==> src/tbmw_pkg.sv <==
// shared constants, register codes and state type for the three-body mass window block
package tbmw_pkg;

    // payload widths
    localparam int MOMENTUM_BITS = 18;
    localparam int WEIGHT_BITS   = 16;
    localparam int MASS_W        = 12;
    localparam int WIN_W         = 19;
    localparam int OUT_MASS_W    = 20;
    localparam int HITS_W        = 32;
    localparam int WACC_W        = 48;
    localparam int WSQ_W         = 64;

    // configuration port
    localparam int CFG_W     = 19;
    localparam int CFG_IDX_W = 2;
    localparam logic [CFG_IDX_W-1:0] CFG_PARTICLE_MASS = 2'd0;
    localparam logic [CFG_IDX_W-1:0] CFG_WINDOW_LOW    = 2'd1;
    localparam logic [CFG_IDX_W-1:0] CFG_WINDOW_HIGH   = 2'd2;

    localparam logic [MASS_W-1:0] PARTICLE_MASS_RST = 12'd511;
    localparam logic [WIN_W-1:0]  WINDOW_LOW_RST    = 19'd103000;
    localparam logic [WIN_W-1:0]  WINDOW_HIGH_RST   = 19'd110000;

    // fixed point
    localparam int E_SHIFT = 18;   // energy radicand scale, Q.8 result after rounding
    localparam int P_SHIFT = 16;   // momentum square into Q.16
    localparam int FRAC_W  = 8;    // fraction bits of the mass root

    // datapath widths
    localparam int TOT_W     = MOMENTUM_BITS + 2;
    localparam int SQ_DIGIT  = 4;
    localparam int SQ_RAW_W  = (MOMENTUM_BITS + 10 > WEIGHT_BITS) ? MOMENTUM_BITS + 10
                                                                  : WEIGHT_BITS;
    localparam int SQ_W      = ((SQ_RAW_W + SQ_DIGIT - 1) / SQ_DIGIT) * SQ_DIGIT;
    localparam int SQ_STEPS  = SQ_W / SQ_DIGIT;
    localparam int RAD_W     = 2 * SQ_W;
    localparam int ROOT_W    = SQ_W;
    localparam int REM_W     = SQ_W + 2;
    localparam int S_W       = 2 * MOMENTUM_BITS + 1;
    localparam int SUM_W     = 2 * MOMENTUM_BITS + 3;
    localparam int CNT_W     = $clog2(ROOT_W + 1);
    localparam int MVAL_W    = ROOT_W - FRAC_W + 1;
    localparam int MCMP_W    = (MVAL_W > OUT_MASS_W) ? MVAL_W : OUT_MASS_W;
    localparam int WCMP_W    = ((ROOT_W > WIN_W + FRAC_W) ? ROOT_W : WIN_W + FRAC_W) + 1;
    localparam int MASS_LIMIT = (1 << (OUT_MASS_W - 1)) - 1;

    localparam int NUM_PART = 3;
    localparam int NUM_AXIS = 3;

    typedef enum logic [3:0] {
        ST_IDLE,
        ST_MASS,
        ST_MOM,
        ST_ESQRT,
        ST_ESQ,
        ST_PSQ,
        ST_DIFF,
        ST_MSQRT,
        ST_WSQ,
        ST_ACC
    } t_state;

endpackage

==> src/three_body_mass_window.sv <==
// three-body invariant mass with window test and saturating weight accumulators

// Takes one candidate vertex per input word (three daughter momenta in keV and a
// Q8.8 event weight) and returns one output word: the rounded invariant mass in
// keV (negative when the mass squared is negative, saturated at +-524287), a flag
// for a mass strictly inside the configured window, and the hit count, weight sum
// and squared-weight sum after this candidate. Every multiply is done by one shared
// squaring unit that takes 4 multiplier bits per cycle, and every square root by
// one restoring root unit that settles one result bit per cycle. A candidate needs
// 15 squares and 4 roots, and the input stays stalled while a candidate is in
// work. A finished output word waits in its own register, so a new candidate is
// taken while it is still stalled; the accumulators of the next candidate are
// only touched once that word has left. Configuration registers are to be written
// on the plain write port only while the block is idle; the block itself does not
// enforce this. Writes to an unknown index are dropped.
module three_body_mass_window (
    input  logic                                       i_clk,
    input  logic                                       i_rst_n,
    // configuration
    input  logic                                       i_cfg_we,
    input  logic [tbmw_pkg::CFG_IDX_W-1:0]             i_cfg_index,
    input  logic [tbmw_pkg::CFG_W-1:0]                 i_cfg_data,
    // input word
    input  logic                                       i_in_valid,
    output logic                                       o_in_stall,
    input  logic signed [tbmw_pkg::MOMENTUM_BITS-1:0]  i_first_px,
    input  logic signed [tbmw_pkg::MOMENTUM_BITS-1:0]  i_first_py,
    input  logic signed [tbmw_pkg::MOMENTUM_BITS-1:0]  i_first_pz,
    input  logic signed [tbmw_pkg::MOMENTUM_BITS-1:0]  i_second_px,
    input  logic signed [tbmw_pkg::MOMENTUM_BITS-1:0]  i_second_py,
    input  logic signed [tbmw_pkg::MOMENTUM_BITS-1:0]  i_second_pz,
    input  logic signed [tbmw_pkg::MOMENTUM_BITS-1:0]  i_third_px,
    input  logic signed [tbmw_pkg::MOMENTUM_BITS-1:0]  i_third_py,
    input  logic signed [tbmw_pkg::MOMENTUM_BITS-1:0]  i_third_pz,
    input  logic [tbmw_pkg::WEIGHT_BITS-1:0]           i_event_weight,
    // output word
    output logic                                       o_out_valid,
    input  logic                                       i_out_stall,
    output logic signed [tbmw_pkg::OUT_MASS_W-1:0]     o_mass,
    output logic                                       o_in_window,
    output logic [tbmw_pkg::HITS_W-1:0]                o_hit_count,
    output logic [tbmw_pkg::WACC_W-1:0]                o_weight_total,
    output logic [tbmw_pkg::WSQ_W-1:0]                 o_weight_sq_total
);

    // configuration registers
    logic [tbmw_pkg::MASS_W-1:0] r_particle_mass;
    logic [tbmw_pkg::WIN_W-1:0]  r_window_low;
    logic [tbmw_pkg::WIN_W-1:0]  r_window_high;

    // sequencer
    tbmw_pkg::t_state           r_state, n_state;
    logic [1:0]                 r_part, n_part;   // daughter being worked on
    logic [1:0]                 r_idx, n_idx;     // axis being worked on
    logic [tbmw_pkg::CNT_W-1:0] r_cnt, n_cnt;     // zero is the load cycle of a unit

    // latched candidate
    logic signed [tbmw_pkg::MOMENTUM_BITS-1:0] r_mom [tbmw_pkg::NUM_PART][tbmw_pkg::NUM_AXIS];
    logic signed [tbmw_pkg::TOT_W-1:0]         r_tot [tbmw_pkg::NUM_AXIS];
    logic [tbmw_pkg::WEIGHT_BITS-1:0]          r_weight;

    // partial results
    logic [2*tbmw_pkg::MASS_W-1:0] r_msq;   // daughter mass squared
    logic [tbmw_pkg::SUM_W-1:0]    r_sum;   // running m^2+p^2, later |P|^2
    logic [tbmw_pkg::ROOT_W-1:0]   r_esum;  // energy sum, Q.8 keV
    logic [tbmw_pkg::RAD_W-1:0]    r_e2;    // energy sum squared
    logic                          r_neg;   // mass squared below zero
    logic signed [tbmw_pkg::OUT_MASS_W-1:0] r_res_mass;
    logic                          r_res_in;

    // shared squaring unit, one 4-bit digit of the multiplier per cycle
    logic [tbmw_pkg::RAD_W-1:0]    r_sq_p;
    logic [tbmw_pkg::SQ_W-1:0]     r_sq_m;
    logic [tbmw_pkg::SQ_W+tbmw_pkg::SQ_DIGIT-1:0] sq_hi;
    logic [tbmw_pkg::RAD_W-1:0]    sq_next;
    logic [tbmw_pkg::SQ_W-1:0]     sq_opnd;
    logic                          sq_state, sq_load, sq_run, sq_done;

    // shared root unit, one result bit per cycle
    logic [tbmw_pkg::RAD_W-1:0]    r_rad;
    logic [tbmw_pkg::REM_W-1:0]    r_rem;
    logic [tbmw_pkg::ROOT_W-1:0]   r_root;
    logic [tbmw_pkg::REM_W+1:0]    rt_t, rt_trial, rt_diff;
    logic                          rt_ge;
    logic [tbmw_pkg::RAD_W-1:0]    rt_opnd;
    logic                          rt_state, rt_load, rt_run, rt_done;

    // accumulators and output word
    logic [tbmw_pkg::HITS_W-1:0]   r_hits;
    logic [tbmw_pkg::WACC_W-1:0]   r_wacc;
    logic [tbmw_pkg::WSQ_W-1:0]    r_wsq;
    logic                          r_o_valid;
    logic signed [tbmw_pkg::OUT_MASS_W-1:0] r_o_mass;
    logic                          r_o_in;
    logic [tbmw_pkg::WACC_W:0]     wacc_add;
    logic [tbmw_pkg::WSQ_W:0]      wsq_add;

    logic                          in_acc, out_free;

    // combinational helpers
    logic [tbmw_pkg::MOMENTUM_BITS-1:0] mom_sel, mom_mag;
    logic [tbmw_pkg::TOT_W-1:0]         tot_sel, tot_mag;
    logic [tbmw_pkg::ROOT_W-1:0]        e_round, esum_fin;
    logic [tbmw_pkg::SUM_W-1:0]         sum_p;
    logic [tbmw_pkg::RAD_W-1:0]         p2_sh, m2_pos, m2_neg;
    logic                               m2_lt;
    logic [tbmw_pkg::ROOT_W:0]          k_round;
    logic [tbmw_pkg::MCMP_W-1:0]        mval, msat;
    logic [tbmw_pkg::OUT_MASS_W-1:0]    mass_mag;
    logic [tbmw_pkg::WCMP_W-1:0]        k_x, low_x, high_x;
    logic                               in_win;

    assign in_acc   = i_in_valid && !o_in_stall;
    assign out_free = !r_o_valid || !i_out_stall;

    // ---------------------------------------------------------------- configuration
    always_ff @(posedge i_clk) begin
        if (!i_rst_n) begin
            r_particle_mass <= tbmw_pkg::PARTICLE_MASS_RST;
            r_window_low    <= tbmw_pkg::WINDOW_LOW_RST;
            r_window_high   <= tbmw_pkg::WINDOW_HIGH_RST;
        end else if (i_cfg_we) begin
            unique case (i_cfg_index)
                tbmw_pkg::CFG_PARTICLE_MASS: r_particle_mass <= i_cfg_data[tbmw_pkg::MASS_W-1:0];
                tbmw_pkg::CFG_WINDOW_LOW:    r_window_low    <= i_cfg_data[tbmw_pkg::WIN_W-1:0];
                tbmw_pkg::CFG_WINDOW_HIGH:   r_window_high   <= i_cfg_data[tbmw_pkg::WIN_W-1:0];
                default: ;  // unknown index, write dropped
            endcase
        end
    end

    // ---------------------------------------------------------------- sequencer
    assign sq_done = (r_cnt == tbmw_pkg::CNT_W'(tbmw_pkg::SQ_STEPS));
    assign rt_done = (r_cnt == tbmw_pkg::CNT_W'(tbmw_pkg::ROOT_W));

    always_ff @(posedge i_clk) begin
        if (!i_rst_n) begin
            r_state <= tbmw_pkg::ST_IDLE;
            r_part  <= '0;
            r_idx   <= '0;
            r_cnt   <= '0;
        end else begin
            r_state <= n_state;
            r_part  <= n_part;
            r_idx   <= n_idx;
            r_cnt   <= n_cnt;
        end
    end

    always_comb begin
        n_state    = r_state;
        n_part     = r_part;
        n_idx      = r_idx;
        n_cnt      = r_cnt + 1'b1;
        o_in_stall = 1'b1;
        unique case (r_state)
            tbmw_pkg::ST_IDLE: begin
                o_in_stall = 1'b0;
                n_cnt      = '0;
                n_part     = '0;
                n_idx      = '0;
                if (i_in_valid) begin
                    n_state = tbmw_pkg::ST_MASS;
                end
            end
            tbmw_pkg::ST_MASS: begin
                if (sq_done) begin
                    n_state = tbmw_pkg::ST_MOM;
                    n_cnt   = '0;
                end
            end
            tbmw_pkg::ST_MOM: begin
                if (sq_done) begin
                    n_cnt = '0;
                    if (r_idx == 2'(tbmw_pkg::NUM_AXIS - 1)) begin
                        n_state = tbmw_pkg::ST_ESQRT;
                    end else begin
                        n_idx = r_idx + 1'b1;
                    end
                end
            end
            tbmw_pkg::ST_ESQRT: begin
                if (rt_done) begin
                    n_cnt = '0;
                    n_idx = '0;
                    if (r_part == 2'(tbmw_pkg::NUM_PART - 1)) begin
                        n_state = tbmw_pkg::ST_ESQ;
                    end else begin
                        n_state = tbmw_pkg::ST_MOM;
                        n_part  = r_part + 1'b1;
                    end
                end
            end
            tbmw_pkg::ST_ESQ: begin
                if (sq_done) begin
                    n_state = tbmw_pkg::ST_PSQ;
                    n_cnt   = '0;
                    n_idx   = '0;
                end
            end
            tbmw_pkg::ST_PSQ: begin
                if (sq_done) begin
                    n_cnt = '0;
                    if (r_idx == 2'(tbmw_pkg::NUM_AXIS - 1)) begin
                        n_state = tbmw_pkg::ST_DIFF;
                    end else begin
                        n_idx = r_idx + 1'b1;
                    end
                end
            end
            tbmw_pkg::ST_DIFF: begin
                n_state = tbmw_pkg::ST_MSQRT;
                n_cnt   = '0;
            end
            tbmw_pkg::ST_MSQRT: begin
                if (rt_done) begin
                    n_state = tbmw_pkg::ST_WSQ;
                    n_cnt   = '0;
                end
            end
            tbmw_pkg::ST_WSQ: begin
                if (sq_done) begin
                    n_state = tbmw_pkg::ST_ACC;
                    n_cnt   = '0;
                end
            end
            tbmw_pkg::ST_ACC: begin
                n_cnt = '0;
                // hold until the output register can take the word
                if (out_free) begin
                    n_state = tbmw_pkg::ST_IDLE;
                end
            end
            default: begin
                n_state = tbmw_pkg::ST_IDLE;
                n_cnt   = '0;
            end
        endcase
    end

    // which unit the current state drives
    always_comb begin
        sq_state = 1'b0;
        rt_state = 1'b0;
        unique case (r_state) inside
            tbmw_pkg::ST_MASS, tbmw_pkg::ST_MOM, tbmw_pkg::ST_ESQ,
            tbmw_pkg::ST_PSQ, tbmw_pkg::ST_WSQ:   sq_state = 1'b1;
            tbmw_pkg::ST_ESQRT, tbmw_pkg::ST_MSQRT: rt_state = 1'b1;
            default: ;
        endcase
    end

    assign sq_load = sq_state && (r_cnt == '0);
    assign sq_run  = sq_state && (r_cnt != '0);
    assign rt_load = rt_state && (r_cnt == '0);
    assign rt_run  = rt_state && (r_cnt != '0);

    // ---------------------------------------------------------------- operand selection
    always_comb begin
        mom_sel = r_mom[r_part][r_idx];
        mom_mag = mom_sel[tbmw_pkg::MOMENTUM_BITS-1] ? (~mom_sel + 1'b1) : mom_sel;
        tot_sel = r_tot[r_idx];
        tot_mag = tot_sel[tbmw_pkg::TOT_W-1] ? (~tot_sel + 1'b1) : tot_sel;

        // energy rounded to nearest Q.8 from the root of s * 2^18
        e_round  = tbmw_pkg::ROOT_W'(({1'b0, r_root} + 1'b1) >> 1);
        esum_fin = r_esum + e_round;

        sum_p = r_sum + r_sq_p[tbmw_pkg::SUM_W-1:0];

        // |P|^2 in Q.16 against E^2
        p2_sh  = {{(tbmw_pkg::RAD_W - tbmw_pkg::SUM_W - tbmw_pkg::P_SHIFT){1'b0}},
                  r_sum, {tbmw_pkg::P_SHIFT{1'b0}}};
        m2_lt  = (r_e2 < p2_sh);
        m2_pos = r_e2 - p2_sh;
        m2_neg = p2_sh - r_e2;

        sq_opnd = '0;
        rt_opnd = '0;
        case (r_state)
            tbmw_pkg::ST_MASS: sq_opnd = tbmw_pkg::SQ_W'(r_particle_mass);
            tbmw_pkg::ST_MOM:  sq_opnd = tbmw_pkg::SQ_W'(mom_mag);
            tbmw_pkg::ST_ESQ:  sq_opnd = esum_fin;
            tbmw_pkg::ST_PSQ:  sq_opnd = tbmw_pkg::SQ_W'(tot_mag);
            tbmw_pkg::ST_WSQ:  sq_opnd = tbmw_pkg::SQ_W'(r_weight);
            tbmw_pkg::ST_ESQRT: begin
                rt_opnd = {{(tbmw_pkg::RAD_W - tbmw_pkg::S_W - tbmw_pkg::E_SHIFT){1'b0}},
                           sum_p[tbmw_pkg::S_W-1:0], {tbmw_pkg::E_SHIFT{1'b0}}};
            end
            tbmw_pkg::ST_MSQRT: rt_opnd = m2_lt ? m2_neg : m2_pos;
            default: ;
        endcase
    end

    // ---------------------------------------------------------------- arithmetic units
    always_comb begin
        sq_hi   = (tbmw_pkg::SQ_W + tbmw_pkg::SQ_DIGIT)'(r_sq_p[tbmw_pkg::RAD_W-1:tbmw_pkg::SQ_W])
                + r_sq_m * r_sq_p[tbmw_pkg::SQ_DIGIT-1:0];
        sq_next = {sq_hi, r_sq_p[tbmw_pkg::SQ_W-1:tbmw_pkg::SQ_DIGIT]};

        rt_t     = {r_rem, r_rad[tbmw_pkg::RAD_W-1 -: 2]};
        rt_trial = {2'b00, r_root, 2'b01};
        rt_ge    = (rt_t >= rt_trial);
        rt_diff  = rt_t - rt_trial;
    end

    always_ff @(posedge i_clk) begin
        if (sq_load) begin
            r_sq_p <= {{(tbmw_pkg::RAD_W - tbmw_pkg::SQ_W){1'b0}}, sq_opnd};
            r_sq_m <= sq_opnd;
        end else if (sq_run) begin
            r_sq_p <= sq_next;
        end

        if (rt_load) begin
            r_rad  <= rt_opnd;
            r_rem  <= '0;
            r_root <= '0;
        end else if (rt_run) begin
            r_rad  <= {r_rad[tbmw_pkg::RAD_W-3:0], 2'b00};
            r_rem  <= rt_ge ? rt_diff[tbmw_pkg::REM_W-1:0] : rt_t[tbmw_pkg::REM_W-1:0];
            r_root <= {r_root[tbmw_pkg::ROOT_W-2:0], rt_ge};
        end
    end

    // ---------------------------------------------------------------- mass and window
    always_comb begin
        k_round  = {1'b0, r_root} + (tbmw_pkg::ROOT_W + 1)'(1 << (tbmw_pkg::FRAC_W - 1));
        mval     = tbmw_pkg::MCMP_W'(k_round[tbmw_pkg::ROOT_W:tbmw_pkg::FRAC_W]);
        msat     = (mval > tbmw_pkg::MCMP_W'(tbmw_pkg::MASS_LIMIT))
                 ? tbmw_pkg::MCMP_W'(tbmw_pkg::MASS_LIMIT) : mval;
        mass_mag = msat[tbmw_pkg::OUT_MASS_W-1:0];

        // strict bounds on the exact mass squared, via root and remainder
        k_x    = tbmw_pkg::WCMP_W'(r_root);
        low_x  = tbmw_pkg::WCMP_W'({r_window_low, {tbmw_pkg::FRAC_W{1'b0}}});
        high_x = tbmw_pkg::WCMP_W'({r_window_high, {tbmw_pkg::FRAC_W{1'b0}}});
        in_win = !r_neg
              && ((k_x > low_x) || ((k_x == low_x) && (r_rem != '0)))
              && (k_x < high_x);
    end

    // ---------------------------------------------------------------- datapath registers
    always_ff @(posedge i_clk) begin
        if (in_acc) begin
            r_mom[0][0] <= i_first_px;
            r_mom[0][1] <= i_first_py;
            r_mom[0][2] <= i_first_pz;
            r_mom[1][0] <= i_second_px;
            r_mom[1][1] <= i_second_py;
            r_mom[1][2] <= i_second_pz;
            r_mom[2][0] <= i_third_px;
            r_mom[2][1] <= i_third_py;
            r_mom[2][2] <= i_third_pz;
            r_tot[0] <= tbmw_pkg::TOT_W'(i_first_px) + tbmw_pkg::TOT_W'(i_second_px)
                      + tbmw_pkg::TOT_W'(i_third_px);
            r_tot[1] <= tbmw_pkg::TOT_W'(i_first_py) + tbmw_pkg::TOT_W'(i_second_py)
                      + tbmw_pkg::TOT_W'(i_third_py);
            r_tot[2] <= tbmw_pkg::TOT_W'(i_first_pz) + tbmw_pkg::TOT_W'(i_second_pz)
                      + tbmw_pkg::TOT_W'(i_third_pz);
            r_weight <= i_event_weight;
        end

        // each load cycle takes the result the unit finished just before
        if (r_cnt == '0) begin
            case (r_state)
                tbmw_pkg::ST_MOM: begin
                    if (r_idx == '0) begin
                        if (r_part == '0) begin
                            r_msq  <= r_sq_p[2*tbmw_pkg::MASS_W-1:0];
                            r_sum  <= tbmw_pkg::SUM_W'(r_sq_p[2*tbmw_pkg::MASS_W-1:0]);
                            r_esum <= '0;
                        end else begin
                            r_sum  <= tbmw_pkg::SUM_W'(r_msq);
                            r_esum <= esum_fin;
                        end
                    end else begin
                        r_sum <= sum_p;
                    end
                end
                tbmw_pkg::ST_PSQ: begin
                    if (r_idx == '0) begin
                        r_e2 <= r_sq_p;
                    end else if (r_idx == 2'd1) begin
                        r_sum <= r_sq_p[tbmw_pkg::SUM_W-1:0];
                    end else begin
                        r_sum <= sum_p;
                    end
                end
                tbmw_pkg::ST_DIFF:  r_sum <= sum_p;
                tbmw_pkg::ST_MSQRT: r_neg <= m2_lt;
                tbmw_pkg::ST_WSQ: begin
                    r_res_mass <= r_neg ? -$signed(mass_mag) : $signed(mass_mag);
                    r_res_in   <= in_win;
                end
                default: ;
            endcase
        end

        if ((r_state == tbmw_pkg::ST_ACC) && out_free) begin
            r_o_mass <= r_res_mass;
            r_o_in   <= r_res_in;
        end
    end

    // ---------------------------------------------------------------- accumulators
    always_comb begin
        wacc_add = {1'b0, r_wacc} + (tbmw_pkg::WACC_W + 1)'(r_weight);
        wsq_add  = {1'b0, r_wsq} + (tbmw_pkg::WSQ_W + 1)'(r_sq_p);
    end

    always_ff @(posedge i_clk) begin
        if (!i_rst_n) begin
            r_hits    <= '0;
            r_wacc    <= '0;
            r_wsq     <= '0;
            r_o_valid <= 1'b0;
        end else begin
            if ((r_state == tbmw_pkg::ST_ACC) && out_free) begin
                r_o_valid <= 1'b1;
                if (r_res_in) begin
                    if (r_hits != '1) begin
                        r_hits <= r_hits + 1'b1;
                    end
                    r_wacc <= wacc_add[tbmw_pkg::WACC_W] ? '1 : wacc_add[tbmw_pkg::WACC_W-1:0];
                    r_wsq  <= wsq_add[tbmw_pkg::WSQ_W] ? '1 : wsq_add[tbmw_pkg::WSQ_W-1:0];
                end
            end else if (!i_out_stall) begin
                r_o_valid <= 1'b0;
            end
        end
    end

    assign o_out_valid       = r_o_valid;
    assign o_mass            = r_o_mass;
    assign o_in_window       = r_o_in;
    assign o_hit_count       = r_hits;
    assign o_weight_total    = r_wacc;
    assign o_weight_sq_total = r_wsq;

endmodule
==> config.mk <==
export PLATFORM = sky130hd
export DESIGN_NAME = three_body_mass_window
export DESIGN_NICKNAME = d
export VERILOG_FILES = /design/src/tbmw_pkg.sv /design/src/three_body_mass_window.sv
export SDC_FILE = /design/constraint.sdc
export NUM_CORES = 2
export LEC_CHECK = 0
export BUFFER_PORTS_ARGS = -buffer_cell sky130_fd_sc_hd__buf_2
export CORE_AREA = 2 2 402 404
export CTS_BUF_LIST = sky130_fd_sc_hd__clkbuf_4 sky130_fd_sc_hd__clkbuf_8 sky130_fd_sc_hd__clkbuf_16
export CTS_CLUSTER_DIAMETER = 80
export DETAILED_ROUTE_END_ITERATION = 16
export DIE_AREA = 0 0 404 406
export PLACE_DENSITY_LB_ADDON = 0.12
export SLEW_MARGIN = 5
export SYNTH_ARGS = -nofsm -noshare
export SYNTH_HDL_FRONTEND = slang
export SYNTH_SLANG_ARGS = --single-unit
export TNS_END_PERCENT = 50
==> constraint.sdc <==
create_clock -name i_clk -period 7.18 [get_ports i_clk]
set_clock_uncertainty 0.1 [all_clocks]
set_input_delay 1.077 -clock i_clk [delete_from_list [all_inputs] [get_ports i_clk]]
set_output_delay 1.077 -clock i_clk [all_outputs]
set_load 0.03 [all_outputs]
==> reports/summary.txt <==
Clock sink count: 838
Storage element area: 22200 µm²
Antenna violations before repair: 40
CTS Root Buffer Type: clkbuf_16
Library cell with the highest instance count after synthesis: edfxtp_1
Stages on the worst setup path: 18
Crit-path cells: buf_4 > and2_1 > fa_1 > fa_1 > inv_1 > fa_1 > inv_1 > ha_1 > a21oi_1 > o21bai_1 > a2111oi_0 > o21bai_1 > a21o_1 > a221o_1 > a41o_1 > o41ai_1 > xnor2_1 > a22o_1
Clk_lat worst skew: 0.73 ns
Register-to-register setup slack: 1.59 ns
Number of search-and-repair iterations in the first detailed-routing pass: 6
Post-layout power: 25.3 mW
Reported leakage power: 25.6 nW
Syn nets: 6526
Total vias in the final route: 45167
Switching power: 10.9 mW
Arrival time at the worst endpoint: 6.10 ns
Number of routed nets with antenna violations: 0
DRC violations left: 0
Tot GR Track Use: 23.0%
Family with the most delay on the worst path: compound AO/OA/AOI/OAI gates
Total buffers and inverters traversed by the critical path: 3
Synthesized cell area: 55500 µm²
Number of instances resized during post-cts repair: 0
Slew Limit Headroom: 21.0%
Adder and majority cell fraction of the synthesized area: 13.9%
Max Transition Viols Final: 0
Post-CTS setup buffer count: 0
Biggest area consumer among synthesized cells: edfxtp_1
Predominant post-synthesis flop cell: edfxtp_1
Switching share of total power: 43.3%
Height of the die: 406 µm
Slowest cell on the critical path: fa_1
Longest individual stage delay on the worst path: 0.55 ns
Unrepaired setup endpoints after global routing: false
Mux contribution to synthesized area: 3.03%
Combined area of the multi-input logic cells: 31000 µm²
Combinational family with the most area after synthesis: compound AO/OA/AOI/OAI gates
Main area contributors after synthesis: edfxtp_1 (29%), dfxtp_1 (11%), ha_1 (8.8%), fa_1 (5.1%), a21oi_1 (4.2%)
Distinct cell type count of the synthesized netlist: 100
Quantity of hold-fixing buffers added after cts: 0
Count of mapped cells out of synthesis: 5790
Internal power summed over all cells: 14.3 mW
Register area share after synthesis: 40.0%
I/O pin count: 371
Number of synthesized flops with an enable pin: 540
Fin crit share: 77.8%
Core Area: 160000 µm²
Post-synth top area share: 29.2%
Via count of the first global-routing pass: 43683
Commonest cells in the synthesized netlist: edfxtp_1 (540), nand2_1 (514), a21oi_1 (465)
Last weighted congestion value of the routability-driven placer: 0.907
Final period demand of the worst path: 5.59 ns
Largest net degree at the start of global routing: 192
Min-delay worst type: flop to flop
Number of DRC violations after detailed-routing iteration 0: 3250
Worst-Margin Slew: 1.19 ns
Routed wire length: 193 mm
Top fanout value on the critical path: 26
Global route overflow: 0
Max cap viols: 0
Reg2Reg Depth: 18
Final-layout setup total negative slack: 0 ns
Port-buffer cells: 370
Reg power frac: 29.1%
DR WL/cell: 23.3 µm
Number of flip-flops and latches in the synthesized netlist: 838
Total clock buffers created by CTS: 104
Simple-gate share of the synthesized area: 13.9%
Number of buffers on the longest clock path: 3
Mean Syn Cell Area: 9.59 µm²
Area enclosed by the die boundary: 164000 µm²
Synth-to-Final Area Change: 13.9%
Cell depth of the worst hold path: 0
Required time at the endpoint of the critical path: 7.69 ns
Post-placement cell count: 8076
Clock slew seen by the registers of the worst setup and hold paths: 0.06 ns
Final Hold Viols: 0
Critical Path End Type: flop
Power density cells: 400 nW/µm²
Placed cell areas: 59700 µm²
Die width: 404 µm
Post-DR vias/cell: 5.45
CTS tree: built
Post-layout nets: 6832
Top cell by count, worst path: fa_1
Portion of total power attributed to combinational logic: 49.5%
First-pass GRT wire length: 286 mm
Peak Freq: 0.179 GHz
Critical path startpoint category: flop
Final cell count without fillers: 8283
Floorplan row count: 147
Number of endpoints failing setup at the final stage: 0
Post-Synth XOR/XNOR Area: 6.34%
Count of synthesis-stage warnings from yosys: 0
Status: finished clean
Number of fill cells: 15995
Async set or reset register ratio after synthesis: 0%
VDD IR-drop max: 0.000273 V
H-tree depth: 3
Share of the synthesized area in compound gates (AO/OA/AOI/OAI): 18.5%
Critical path class: flop to flop
Fraction of final layout cells sized beyond drive strength 1: 12.3%
Clk network pwr share: 21.4%
Post-route cell area: 63200 µm²
Detailed placer's ending HPWL: 150 mm
Initial core utilization: 34.8%
[registers in the layout, summed over array words and instances, names as in the netlist, 16 cells and up, named ones only]
name               flops
r_mom                162
o_weight_sq_total     64
r_tot                 60
r_e2                  56
r_rad                 56
r_sq_p                56
o_weight_total        48
r_sum                 39
o_hit_count           32
r_rem                 30
r_esum                28
r_root                28
r_sq_m                28
r_msq                 24
o_mass                20
r_res_mass            20
r_window_high         19
r_window_low          19
r_weight              16
[kinds of logic (layout without fill, tap and decap cells)]
logic type / Yosys count / after routing
AND/OR/NAND/NOR: 1632 / 1632
AO/OA/AOI/OAI: 1605 / 1605
flip-flops: 838 / 838
buffers and inverters: 641 / 1035
adder cells (fa/ha/maj): 532 / 532
XOR/XNOR: 402 / 402
multiplexers: 140 / 140
other: 0 / 13
[through the flow]
stage | utilization, % | worst slack (ns) | hold slack [ns]
2_1_floorplan | - | 1.92 | 0.300
3_5_place_dp | 37.4 | 1.60 | 0.305
3_3_place_gp | 37.4 | 1.64 | 0.305
6_report | 39.6 | 1.59 | 0.317
5_1_grt | 39.6 | 1.24 | 0.341
4_1_cts | 39.6 | 1.58 | 0.319
[cell usage in the layout (no fill, tap or decap), drive strengths merged, types with 19 or more instances in the layout]
cell type / instances
nand2: 514
or3: 39
nor2: 411
mux2: 44
ha: 391
nor4: 25
clkbuf: 130
and3: 49
and2: 133
a21oi: 466
nand2b: 48
o211ai: 40
xnor2: 255
a22oi: 19
a31oi: 83
clkinv: 43
o31ai: 42
dfxtp: 298
buf: 439
o21a: 43
mux2i: 78
nand4: 63
xor2: 147
nand3: 155
a221oi: 20
a21boi: 20
edfxtp: 540
nor2b: 39
a21o: 148
a221o: 23
o22ai: 58
inv: 405
or2: 23
nor3: 93
o221ai: 24
a211oi: 40
o21ai: 371
fa: 141
o21bai: 58
[worst register-to-register path, delay by kind of cell, from the launching register on]
family	cells	cell delay, ns
compound gates	9	2.26
xor+xnor	1	0.11
fa+ha+maj	4	1.86
buf+inv	3	0.42
flops	1	0.52
simple gates	1	0.20
[final cells by class]
class                      instances  area share, %
multi-input combinational       4311           49.0
tap                             2086           4.13
inverter                         402           2.39
timing repair buffer             439           3.77
clock buffer                     130           4.56
clock inverter                    64          0.988
sequential                       838           35.1
antenna                           13         0.0515
[routing by layer]
metal	routed length, µm	global-route usage (%)	part of all wire, %
met1	87200	31.3	45
met2	87300	36.6	45
met3	12100	4.50	6.3
met4	6130	7.53	3.2
met5	308	0	0.16
[power by group through the flow]
stage	registers [mW]	clock network, mW	logic (mW)
3_5_place_dp	7.47	0	12.4
5_1_grt	7.45	5.72	14.0
3_3_place_gp	7.46	0	12.5
6_report	7.36	5.41	12.5
4_1_cts	7.37	5.55	12.5
2_1_floorplan	6.95	0	9.18
[final timing paths]
| path | start | to |
|---|---|---|
| worst min register to register | r_res_mass[7] | o_mass[7] |
| worst max register to register | r_sq_p[2] | r_sq_p[52] |
| worst min-delay path | r_res_mass[7] | o_mass[7] |
| worst max-delay path | r_sq_p[2] | r_sq_p[52] |
Power figures use the tool's default switching activity.
